===== src/hdl/mcle_pkg.sv =====
// shared types, constants and lookup tables for the morse color led encoder
package mcle_pkg;

    localparam int DUR_W    = 10;
    localparam int CFG_IDX_W = 8;

    localparam logic [CFG_IDX_W-1:0] REG_DOT_TIME   = 8'd0;
    localparam logic [CFG_IDX_W-1:0] REG_DASH_TIME  = 8'd1;
    localparam logic [CFG_IDX_W-1:0] REG_SYMBOL_GAP = 8'd2;
    localparam logic [CFG_IDX_W-1:0] REG_LETTER_GAP = 8'd3;

    localparam logic [DUR_W-1:0] DOT_TIME_RST   = 10'd20;
    localparam logic [DUR_W-1:0] DASH_TIME_RST  = 10'd40;
    localparam logic [DUR_W-1:0] SYMBOL_GAP_RST = 10'd20;
    localparam logic [DUR_W-1:0] LETTER_GAP_RST = 10'd60;

    localparam logic [7:0] CHAR_A = 8'd65;
    localparam logic [7:0] CHAR_Z = 8'd90;

    localparam logic [2:0] COLOR_LAST = 3'd6;
    localparam logic [2:0] COLOR_BAD  = 3'd7;

    typedef struct packed {
        logic [7:0] char_code;
        logic       end_of_message;
    } in_item_t;

    typedef struct packed {
        logic [7:0]       red;
        logic [7:0]       green;
        logic [7:0]       blue;
        logic [DUR_W-1:0] duration;
        logic             last;
    } seg_item_t;

    typedef struct packed {
        logic [DUR_W-1:0] dot_time;
        logic [DUR_W-1:0] dash_time;
        logic [DUR_W-1:0] symbol_gap;
        logic [DUR_W-1:0] letter_gap;
    } timing_t;

    // number of symbols in a letter, index 0 is A
    function automatic logic [2:0] sym_len_f(input logic [4:0] idx);
        logic [2:0] r;
        unique case (idx)
            5'd4, 5'd19:                                    r = 3'd1;
            5'd0, 5'd8, 5'd12, 5'd13:                       r = 3'd2;
            5'd3, 5'd6, 5'd10, 5'd14, 5'd17, 5'd18, 5'd20,
            5'd22:                                          r = 3'd3;
            5'd1, 5'd2, 5'd5, 5'd7, 5'd9, 5'd11, 5'd15, 5'd16,
            5'd21, 5'd23, 5'd24, 5'd25:                     r = 3'd4;
            default:                                        r = 3'd0;
        endcase
        return r;
    endfunction

    // symbol bits, 1 is a dash, first symbol in the highest used bit
    function automatic logic [3:0] sym_bits_f(input logic [4:0] idx);
        logic [3:0] r;
        unique case (idx)
            5'd0:  r = 4'd1;
            5'd1:  r = 4'd8;
            5'd2:  r = 4'd10;
            5'd3:  r = 4'd4;
            5'd4:  r = 4'd0;
            5'd5:  r = 4'd2;
            5'd6:  r = 4'd6;
            5'd7:  r = 4'd0;
            5'd8:  r = 4'd0;
            5'd9:  r = 4'd7;
            5'd10: r = 4'd5;
            5'd11: r = 4'd4;
            5'd12: r = 4'd3;
            5'd13: r = 4'd2;
            5'd14: r = 4'd7;
            5'd15: r = 4'd6;
            5'd16: r = 4'd13;
            5'd17: r = 4'd2;
            5'd18: r = 4'd0;
            5'd19: r = 4'd1;
            5'd20: r = 4'd1;
            5'd21: r = 4'd1;
            5'd22: r = 4'd3;
            5'd23: r = 4'd9;
            5'd24: r = 4'd11;
            5'd25: r = 4'd12;
            default: r = 4'd0;
        endcase
        return r;
    endfunction

    // rainbow color as {red, green, blue}
    function automatic logic [23:0] rainbow_f(input logic [2:0] pos);
        logic [23:0] r;
        unique case (pos)
            3'd0:    r = {8'd255, 8'd0,   8'd0};
            3'd1:    r = {8'd255, 8'd165, 8'd0};
            3'd2:    r = {8'd255, 8'd255, 8'd0};
            3'd3:    r = {8'd0,   8'd255, 8'd0};
            3'd4:    r = {8'd0,   8'd255, 8'd255};
            3'd5:    r = {8'd0,   8'd0,   8'd255};
            3'd6:    r = {8'd128, 8'd0,   8'd128};
            default: r = {8'd255, 8'd0,   8'd0};
        endcase
        return r;
    endfunction

endpackage


===== src/hdl/morse_color_led_encoder.sv =====
// morse color led encoder top level: timing registers and output register
// each segment goes from the expander state registers into the output register
// one segment per cycle while seg_ready is high; a letter of n symbols gives
// 2n+1 segments, plus one for end of message; non-letters without the flag give none
// the next char is taken in the cycle the last segment of the current one moves out
// reset: timing registers return to 20/40/20/60 ms, color position to red
module morse_color_led_encoder (
    input  logic                           clk,
    input  logic                           rst_n,
    input  logic                           req_valid,
    output logic                           req_ready,
    input  mcle_pkg::in_item_t             req_data,
    output logic                           seg_valid,
    input  logic                           seg_ready,
    output mcle_pkg::seg_item_t            seg_data,
    input  logic                           cfg_write,
    input  logic [mcle_pkg::CFG_IDX_W-1:0] cfg_index,
    input  logic [mcle_pkg::DUR_W-1:0]     cfg_data
);
    import mcle_pkg::*;

    timing_t   timing_reg;
    logic      seg_valid_reg, seg_valid_next;
    seg_item_t seg_reg;
    logic      load_ok;
    logic      emit;
    seg_item_t seg;

    mcle_expander u_expander (
        .clk       (clk),
        .rst_n     (rst_n),
        .req_valid (req_valid),
        .req_ready (req_ready),
        .req_data  (req_data),
        .timing    (timing_reg),
        .load_ok   (load_ok),
        .emit      (emit),
        .seg       (seg)
    );

    always_ff @(posedge clk or negedge rst_n)
    begin
        if (!rst_n)
        begin
            timing_reg.dot_time   <= DOT_TIME_RST;
            timing_reg.dash_time  <= DASH_TIME_RST;
            timing_reg.symbol_gap <= SYMBOL_GAP_RST;
            timing_reg.letter_gap <= LETTER_GAP_RST;
        end
        else if (cfg_write)
        begin
            // writes to unknown indexes are dropped
            if (cfg_index == REG_DOT_TIME)
                timing_reg.dot_time <= cfg_data;
            if (cfg_index == REG_DASH_TIME)
                timing_reg.dash_time <= cfg_data;
            if (cfg_index == REG_SYMBOL_GAP)
                timing_reg.symbol_gap <= cfg_data;
            if (cfg_index == REG_LETTER_GAP)
                timing_reg.letter_gap <= cfg_data;
        end
    end

    always_comb
    begin
        load_ok = !seg_valid_reg || seg_ready;
        if (emit)
            seg_valid_next = 1'b1;
        else if (seg_ready)
            seg_valid_next = 1'b0;
        else
            seg_valid_next = seg_valid_reg;
    end

    always_ff @(posedge clk or negedge rst_n)
    begin
        if (!rst_n)
            seg_valid_reg <= 1'b0;
        else
            seg_valid_reg <= seg_valid_next;
    end

    always_ff @(posedge clk)
    begin
        if (emit)
            seg_reg <= seg;
    end

    assign seg_valid = seg_valid_reg;
    assign seg_data  = seg_reg;

endmodule


===== src/hdl/mcle_expander.sv =====
// holds one character and steps through its segments, one per cycle while load_ok is high
module mcle_expander (
    input  logic               clk,
    input  logic               rst_n,
    input  logic               req_valid,
    output logic               req_ready,
    input  mcle_pkg::in_item_t req_data,
    input  mcle_pkg::timing_t  timing,
    input  logic               load_ok,
    output logic               emit,
    output mcle_pkg::seg_item_t seg
);
    import mcle_pkg::*;

    logic       busy_reg, busy_next;
    logic       letter_reg, letter_next;
    logic [2:0] len_reg, len_next;
    logic [3:0] bits_reg, bits_next;
    logic [3:0] count_reg, count_next;
    logic [3:0] step_reg, step_next;
    logic [2:0] color_reg, color_next;

    logic       in_letter;
    logic [7:0] in_off;
    logic [2:0] in_len;
    logic [3:0] in_count;
    logic       is_sym;
    logic       is_lit;
    logic       is_lgap;
    logic       is_last;
    logic       dash;
    logic [2:0] sym_j;
    logic [2:0] sym_k;
    logic [2:0] pos;
    logic       accept;

    always_comb
    begin
        in_letter = (req_data.char_code >= CHAR_A) && (req_data.char_code <= CHAR_Z);
        in_off    = req_data.char_code - CHAR_A;
        in_len    = in_letter ? sym_len_f(in_off[4:0]) : 3'd0;
        // 2*len + 1 letter segments, plus the final off when end_of_message is set
        in_count  = (in_letter ? {in_len, 1'b1} : 4'd0)
                  + {3'd0, req_data.end_of_message};

        is_sym  = step_reg < {len_reg, 1'b0};
        is_lit  = is_sym && !step_reg[0];
        is_lgap = letter_reg && (step_reg == {len_reg, 1'b0});
        is_last = step_reg == (count_reg - 4'd1);
        sym_j   = step_reg[3:1];
        sym_k   = len_reg - 3'd1 - sym_j;
        dash    = bits_reg[sym_k[1:0]];
        pos     = (color_reg == COLOR_BAD) ? 3'd0 : color_reg;

        emit      = busy_reg && load_ok;
        req_ready = !busy_reg || (emit && is_last);
        accept    = req_valid && req_ready;

        seg.last = is_last;
        if (is_lit)
        begin
            {seg.red, seg.green, seg.blue} = rainbow_f(pos);
            seg.duration = dash ? timing.dash_time : timing.dot_time;
        end
        else
        begin
            {seg.red, seg.green, seg.blue} = 24'd0;
            if (is_sym)
                seg.duration = timing.symbol_gap;
            else if (is_lgap)
                seg.duration = timing.letter_gap;
            else
                seg.duration = '0;
        end

        busy_next   = busy_reg;
        letter_next = letter_reg;
        len_next    = len_reg;
        bits_next   = bits_reg;
        count_next  = count_reg;
        step_next   = step_reg;
        color_next  = color_reg;

        if (emit)
        begin
            step_next = step_reg + 4'd1;
            if (is_lit)
                color_next = (pos == COLOR_LAST) ? 3'd0 : pos + 3'd1;
            else if (!is_sym && !is_lgap)
                color_next = 3'd0;
            if (is_last)
                busy_next = 1'b0;
        end

        if (accept)
        begin
            busy_next   = in_count != 4'd0;
            letter_next = in_letter;
            len_next    = in_len;
            bits_next   = sym_bits_f(in_off[4:0]);
            count_next  = in_count;
            step_next   = 4'd0;
        end
    end

    always_ff @(posedge clk or negedge rst_n)
    begin
        if (!rst_n)
        begin
            busy_reg  <= 1'b0;
            step_reg  <= 4'd0;
            color_reg <= 3'd0;
        end
        else
        begin
            busy_reg  <= busy_next;
            step_reg  <= step_next;
            color_reg <= color_next;
        end
    end

    always_ff @(posedge clk)
    begin
        letter_reg <= letter_next;
        len_reg    <= len_next;
        bits_reg   <= bits_next;
        count_reg  <= count_next;
    end

endmodule

===== config.mk =====
export PLATFORM = sky130hd
export DESIGN_NAME = morse_color_led_encoder
export DESIGN_NICKNAME = d
export VERILOG_FILES = /design/src/hdl/mcle_pkg.sv /design/src/hdl/morse_color_led_encoder.sv /design/src/hdl/mcle_expander.sv
export SDC_FILE = /design/constraint.sdc
export NUM_CORES = 1
export LEC_CHECK = 0
export ABC_AREA = 0
export BUFFER_PORTS_ARGS = -buffer_cell sky130_fd_sc_hd__buf_2
export CORE_AREA = 2 2 94 96
export CTS_CLUSTER_DIAMETER = 40
export DETAILED_ROUTE_END_ITERATION = 8
export DIE_AREA = 0 0 96 98
export GPL_ROUTABILITY_DRIVEN = 0
export PLACE_DENSITY = 0.76
export SETUP_SLACK_MARGIN = 0.5
export SYNTH_ARGS = -nofsm -noshare
export SYNTH_HDL_FRONTEND = slang
export SYNTH_SLANG_ARGS = --single-unit

===== constraint.sdc =====
create_clock -name clk -period 2.98 [get_ports clk]
set_input_delay 0.596 -clock clk [delete_from_list [all_inputs] [get_ports clk]]
set_output_delay 0.596 -clock clk [all_outputs]
set_load 0.02 [all_outputs]

; ---- Word-level counts from Yosys, hierarchy flattened
; Memory sizes are Yosys's and may differ from the RTL's. A register that Yosys moved wholly into a read port is not among the register bits.
; Cells that the tools add are included.
[classes]
add_sub_neg = 7
mul = 0
n_div = 0
order_cmp = 4
n_eq_ne = 12
shifts = 0
n_mux = 20
n_bitwise = 0
n_reduce_logical = 26
[op_table]
columns = cell, n
row1 = $pmux 24 s6, 1
row2 = $mux 10, 4
row3 = $eq 8x2->1 const B, 2
row4 = $mux 3, 5
row5 = $eq 3x3->1 const B, 4
row6 = $mux 4, 3
row7 = $reduce_and 2->1, 6
row8 = $eq 4x4->1, 2
row9 = $eq 8x1->1 const B, 1
row10 = $ge 8x7->1 const B, 1
row11 = $le 8x7->1 const B, 1
row12 = $logic_not 8->1, 1
row13 = $reduce_bool 2->1, 4
row14 = $logic_and 1x1->1, 7
row15 = $eq 3x2->1 const B, 2
row16 = $mux 1, 6
row17 = $logic_not 1->1, 5
row18 = $sub 5x1->5 const B, 1
row19 = $add 4x1->4, 1
row20 = $add 4x1->4 const B, 1
row21 = $lt 4x4->1, 1
row22 = $reduce_bool 4->1, 1
row23 = $sub 4x1->4 const B, 1
row24 = $add 3x1->3 const B, 1
row25 = other kinds (6), 7
[totals]
ff_bits = 92
latch_bits = 0
ram_bits = 0
mem_bits_ro = 224
input_bits = 32
out_inout_bits = 37
word_cells = 87
memories = 2
[mem_list]
columns = memory, depth, word_bits, rd, rd_ports_with_merged_regs, wr, line
row1 = (name not given), 32, 4, 1, 1, 0, mcle_pkg.sv:61  ; unique case (idx)
row2 = (name not given), 32, 3, 1, 0, 0, mcle_pkg.sv:46  ; unique case (idx)

; ---- Logic depth before layout (Yosys ltp)
[depth]
ltp_word = 8
depth_mapped = 13
depth_no_buf = 12

; ---- Cells and area by module
; A second synthesis with hierarchy kept.
[unflattened]
hier_cells = 390
area_unflattened_um2 = 4919.7
[by_module_without_submodules]
columns = mod, instances, cells_each, area_each_um2
row1 = morse_color_led_encoder, 1, 127, 2653.8
row2 = mcle_expander, 1, 263, 2265.9

; ---- Worst setup path after synthesis
; OpenSTA, ideal clock, no wires.
[synth_timing]
path_type = input -> register
start = input req_data[1] in the netlist's numbering
end = register u_expander.busy_reg
setup_ns = 0.142
arrival_time_ns = 2.658
required_ns = 2.838
setup_slack_ns = 0.181
path_stages = 12
path_cell_list = buf_2 -> inv_1 -> ha_1 -> nor3b_4 -> mux2i_1 -> mux2i_1 -> a311oi_1 -> ha_1 -> nor2_1 -> nand3b_1 -> nor3_1 -> a221oi_2
[synth_between]
elab_chain_cells = 7
[synth_rtl]
columns = element, line
row1 = from (decl), morse_color_led_encoder.sv:12  ; input mcle_pkg::in_item_t req_data,
row2 = $sub 5x1->5 (tied with other cells), mcle_expander.sv:40  ; in_off = req_data.char_code - CHAR_A;
row3 = $mem_v2 32x3 or $logic_and 1x1->1 (tied branches), n/a
row4 = $mux 3 *, mcle_expander.sv:41  ; in_len = in_letter ? sym_len_f(in_off[4:0]) : 3'd0;
row5 = via u_expander.in_len[0], mcle_expander.sv:25  ; logic [2:0] in_len;
row6 = $mux 4 *, mcle_expander.sv:43  ; in_count = (in_letter ? {in_len, 1'b1} : 4'd0)
row7 = $add 4x1->4 *, mcle_expander.sv:44  ; + {3'd0, req_data.end_of_message};
row8 = via u_expander.in_count[1], mcle_expander.sv:26  ; logic [3:0] in_count;
row9 = $reduce_bool 4->1 *, mcle_expander.sv:97  ; busy_next = in_count != 4'd0;
row10 = $mux 1 *, mcle_expander.sv:95  ; if (accept)
row11 = to (signal assigned), mcle_expander.sv:116  ; busy_reg <= busy_next;
row12 = to (decl), mcle_expander.sv:15  ; logic busy_reg, busy_next;
; The timed path passes the listed nets; every way through them passes the cells marked *.
; A chain may end at the register's enable or synchronous reset.

; ---- Final worst setup path
[layout_timing]
start = input req_data[2] in the netlist's numbering
end = register u_expander.count_reg[3], data pin
[layout_between]
elab_chain_cells = 5
[layout_rtl]
columns = element, line
row1 = $sub 5x1->5 (tied with other cells), mcle_expander.sv:40
row2 = $mem_v2 32x3 or $logic_and 1x1->1 (tied branches), n/a
row3 = $mux 3 *, mcle_expander.sv:41
row4 = via u_expander.in_len[1], mcle_expander.sv:25
row5 = $mux 4 *, mcle_expander.sv:43
row6 = $add 4x1->4 *, mcle_expander.sv:44
row7 = via u_expander.in_count[3], mcle_expander.sv:26
row8 = to (signal assigned), mcle_expander.sv:127  ; count_reg <= count_next;
row9 = to (decl), mcle_expander.sv:19  ; logic [3:0] count_reg, count_next;
; Marked as above.

==> results.json <==
{
  "insertion_delay_ns": 0.36,
  "total_power_w": 0.004025,
  "reg2reg_setup_slack_ns": 0.65,
  "critical_path_class": "in -> reg",
  "clk_path_buf_depth": 2,
  "setup_tns_ns": 0,
  "path_max_fanout": 20,
  "ant_nets": 0,
  "grt_pass1_vias": 2974,
  "r2r_start": "u_expander.step_reg[2]$_DFFE_PN0P_",
  "synthToLayoutAreaGrowth_pct": 13.78,
  "layout_commonest_cell": "buf_2",
  "cp.required_ns": 3.08,
  "cp_slowest_cell": "or4_1",
  "dp.cells": 534,
  "status": "finished clean",
  "drv_cap": 0,
  "startpoint": "req_data[2]",
  "synth_seq_area_share_pct": 46.95,
  "root_buffer": "clkbuf_8",
  "syn_inst": 385,
  "syn_nets": 431,
  "fill_cells": 726,
  "synthesis.area_mm2": 0.004493,
  "tritoncts": "done",
  "route.detailed.drc": 0,
  "async_flop_share_pct": 62.82,
  "dr_total_vias": 3086,
  "grtUsageTotal_pct": 19.58,
  "grt_pass1_wl_um": 14300,
  "fin_crit_sh_pct": 79.40,
  "synth_warnings": 0,
  "antenna-diode-count": 0,
  "synth_ff_type": "dfrtp_1",
  "cts_sinks": 78,
  "r2r_cells": 6,
  "start_util_pct": 53.07,
  "vdd_drop_max_v": 0.0003024,
  "crit_end": "u_expander.count_reg[3]$_DFFE_PP_",
  "hold_violations": 0,
  "antenna_found_initial": 0,
  "fin_util_pct": 60.39,
  "final_cell_mix": "67 x buf_2, 39 x dfrtp_1, 30 x mux2_2",
  "wl_per_cell_um": 15.68,
  "max_freq_mhz": 422.7,
  "die_y_um": 98,
  "hold_buffers": 0,
  "dieArea_mm2": 0.009408,
  "grt_setup_unrepaired": "no",
  "ys_ff_latch": 78,
  "clk_pin_slew_ns": 0.09,
  "yosysTopAreaCell": "dfrtp_1",
  "hold_path_class": "in -> async",
  "drtIter0Drc": 93,
  "drt-total-wl_um": 8653,
  "maxSlewHeadroom_pct": 28.15,
  "setup_viol": 0,
  "skew_ns": 0.01173,
  "rows": 34,
  "slew_viol_final": 0,
  "grt_max_degree": 50,
  "coreArea_mm2": 0.008466,
  "worstMarginPinSlew_ns": 1.078,
  "crit_arrival_ns": 2.47,
  "syn_area_per_cell_um2": 11.67,
  "htree_num_levels": 3,
  "die_w_um": 96,
  "max_stage_delay_ns": 0.51,
  "ios": 69,
  "critical_path.endpoint_type": "register",
  "yosys.area.top_type_share_pct": 21.72,
  "viasPerCell": 5.591,
  "cp-start-kind": "input pin",
  "ys_top_cells_by_area": "dfrtp_1 22%, edfxtp_1 19%, mux2_2 7.5%",
  "powerDensity_mw_per_mm2": 787.2,
  "grt_overflow": 0,
  "path_cells": "buf_2, inv_4, ha_4, buf_4, nor3_1, or4_1, a32oi_1, o221a_2, nand2_1, xnor2_1",
  "synth_edf_count": 29,
  "largest_register_ffs": 40,
  "power.leakage_nw": 2.295,
  "post-dp-hpwl_um": 6163,
  "min_period_ns": 2.366,
  "final_cells": 552,
  "port_buffers": 68,
  "drt_first_pass_iters": 4,
  "fin_nets": 485,
  "cts_made_buffers": 9,
  "synth_cell_types": 68,
  "rr_endpoint": "u_expander.color_reg[0]$_DFFE_PN0P_",
  "final_layout_size_suffix_gt1_share_pct": 37.61
}
[cell type report]
class | instances | area [µm²] | area share (%)
Sequential cell | 78 | 2110 | 41.26
Timing Repair Buffer | 82 | 451.7 | 8.835
Clock buffer | 10 | 148.9 | 2.912
Inverter | 15 | 61.31 | 1.199
Clock inverter | 6 | 51.30 | 1.003
Tap cell | 108 | 135.1 | 2.643
Multi-Input combinational cell | 253 | 2155 | 42.14
[Yosys cell counts (all sizes together) (4+ instances only)]
cell type and number:
mux2 40, dfrtp 39, buf 30, edfxtp 29, a21oi 20, nand2 20
nor2 20, mux2i 19, ha 14, inv 14, a221oi 11, o21ai 11
xnor2 11, dfstp 10, nor3 10, clkbuf 9, nand2b 8, xor2 8
nand3 6, nor3b 6, nor2b 5, o211ai 4
[critical path, delay by kind of cell]
| family | cells | cell delay [ns] |
|---|---|---|
| AO/OA/AOI/OAI | 2 | 0.46 |
| adder cells (fa/ha/maj) | 1 | 0.17 |
| AND/OR/NAND/NOR | 3 | 0.68 |
| XOR/XNOR | 1 | 0.12 |
| buffers and inverters | 3 | 0.44 |
[worst min path at each step]
stage	end	start	cells after the start	slack (ns)
CTS	timing_reg[22]$_DFFE_PN0P_	rst_n	1	0.46
finish	timing_reg[24]$_DFFE_PN0P_	rst_n	1	0.43
floorplan	seg_valid$_DFFE_PN0P_	rst_n	0	0.30
global route	timing_reg[37]$_DFFE_PN0P_	cfg_data[7]	2	0.50
detailed placement	timing_reg[39]$_DFFE_PN0P_	timing_reg[39]$_DFFE_PN0P_	1	0.48
global placement	timing_reg[37]$_DFFE_PN0P_	timing_reg[37]$_DFFE_PN0P_	1	0.47
[layer usage]
layer  global-route usage (%)  vias to the layer above  part of all wire (%)
met4                    5.385                        0                  0.98
met2                    32.37                       83                    51
met5                        0                        -                     0
met1                    26.28                     1496                    43
met3                    3.704                        6                   4.6
li1                         -                     1501                     -
[timing repair]
item	in CTS	in global routing
pin swaps	1	4
endpoints found under the setup margin	1	19
setup buffers	2	0
gates resized for setup	1	9
[power breakdown]
group / leakage [nW] / switching (W) / internal [W] / total, W
logic: 1.28 / 0.00103 / 0.000646 / 0.00168
clock network: 0.104 / 0.000411 / 0.000366 / 0.000777
registers: 0.911 / 0.000156 / 0.00142 / 0.00157
total: 2.30 / 0.00160 / 0.00243 / 0.00402
[metrics by stage]
step	instance area (µm²)	hold slack [ns]	setup slack [ns]
6_report	5112	0.4328	0.6140
5_1_grt	5112	0.4981	0.5022
4_1_cts	5069	0.4645	0.5060
3_5_place_dp	4851	0.4799	0.1900
3_3_place_gp	4851	0.4657	0.2917
2_1_floorplan	4533	0.3004	0.3672
[cells by family after synthesis]
family / count (synthesis) / synth area share (%)
flops: 78 / 46.95
xor+xnor: 19 / 4.289
buf+inv: 54 / 6.739
mux: 61 / 15.34
compound gates: 67 / 10.92
fa+ha+maj: 15 / 4.121
simple gates: 91 / 11.64
No activity file was read; power rests on OpenSTA's default activity.
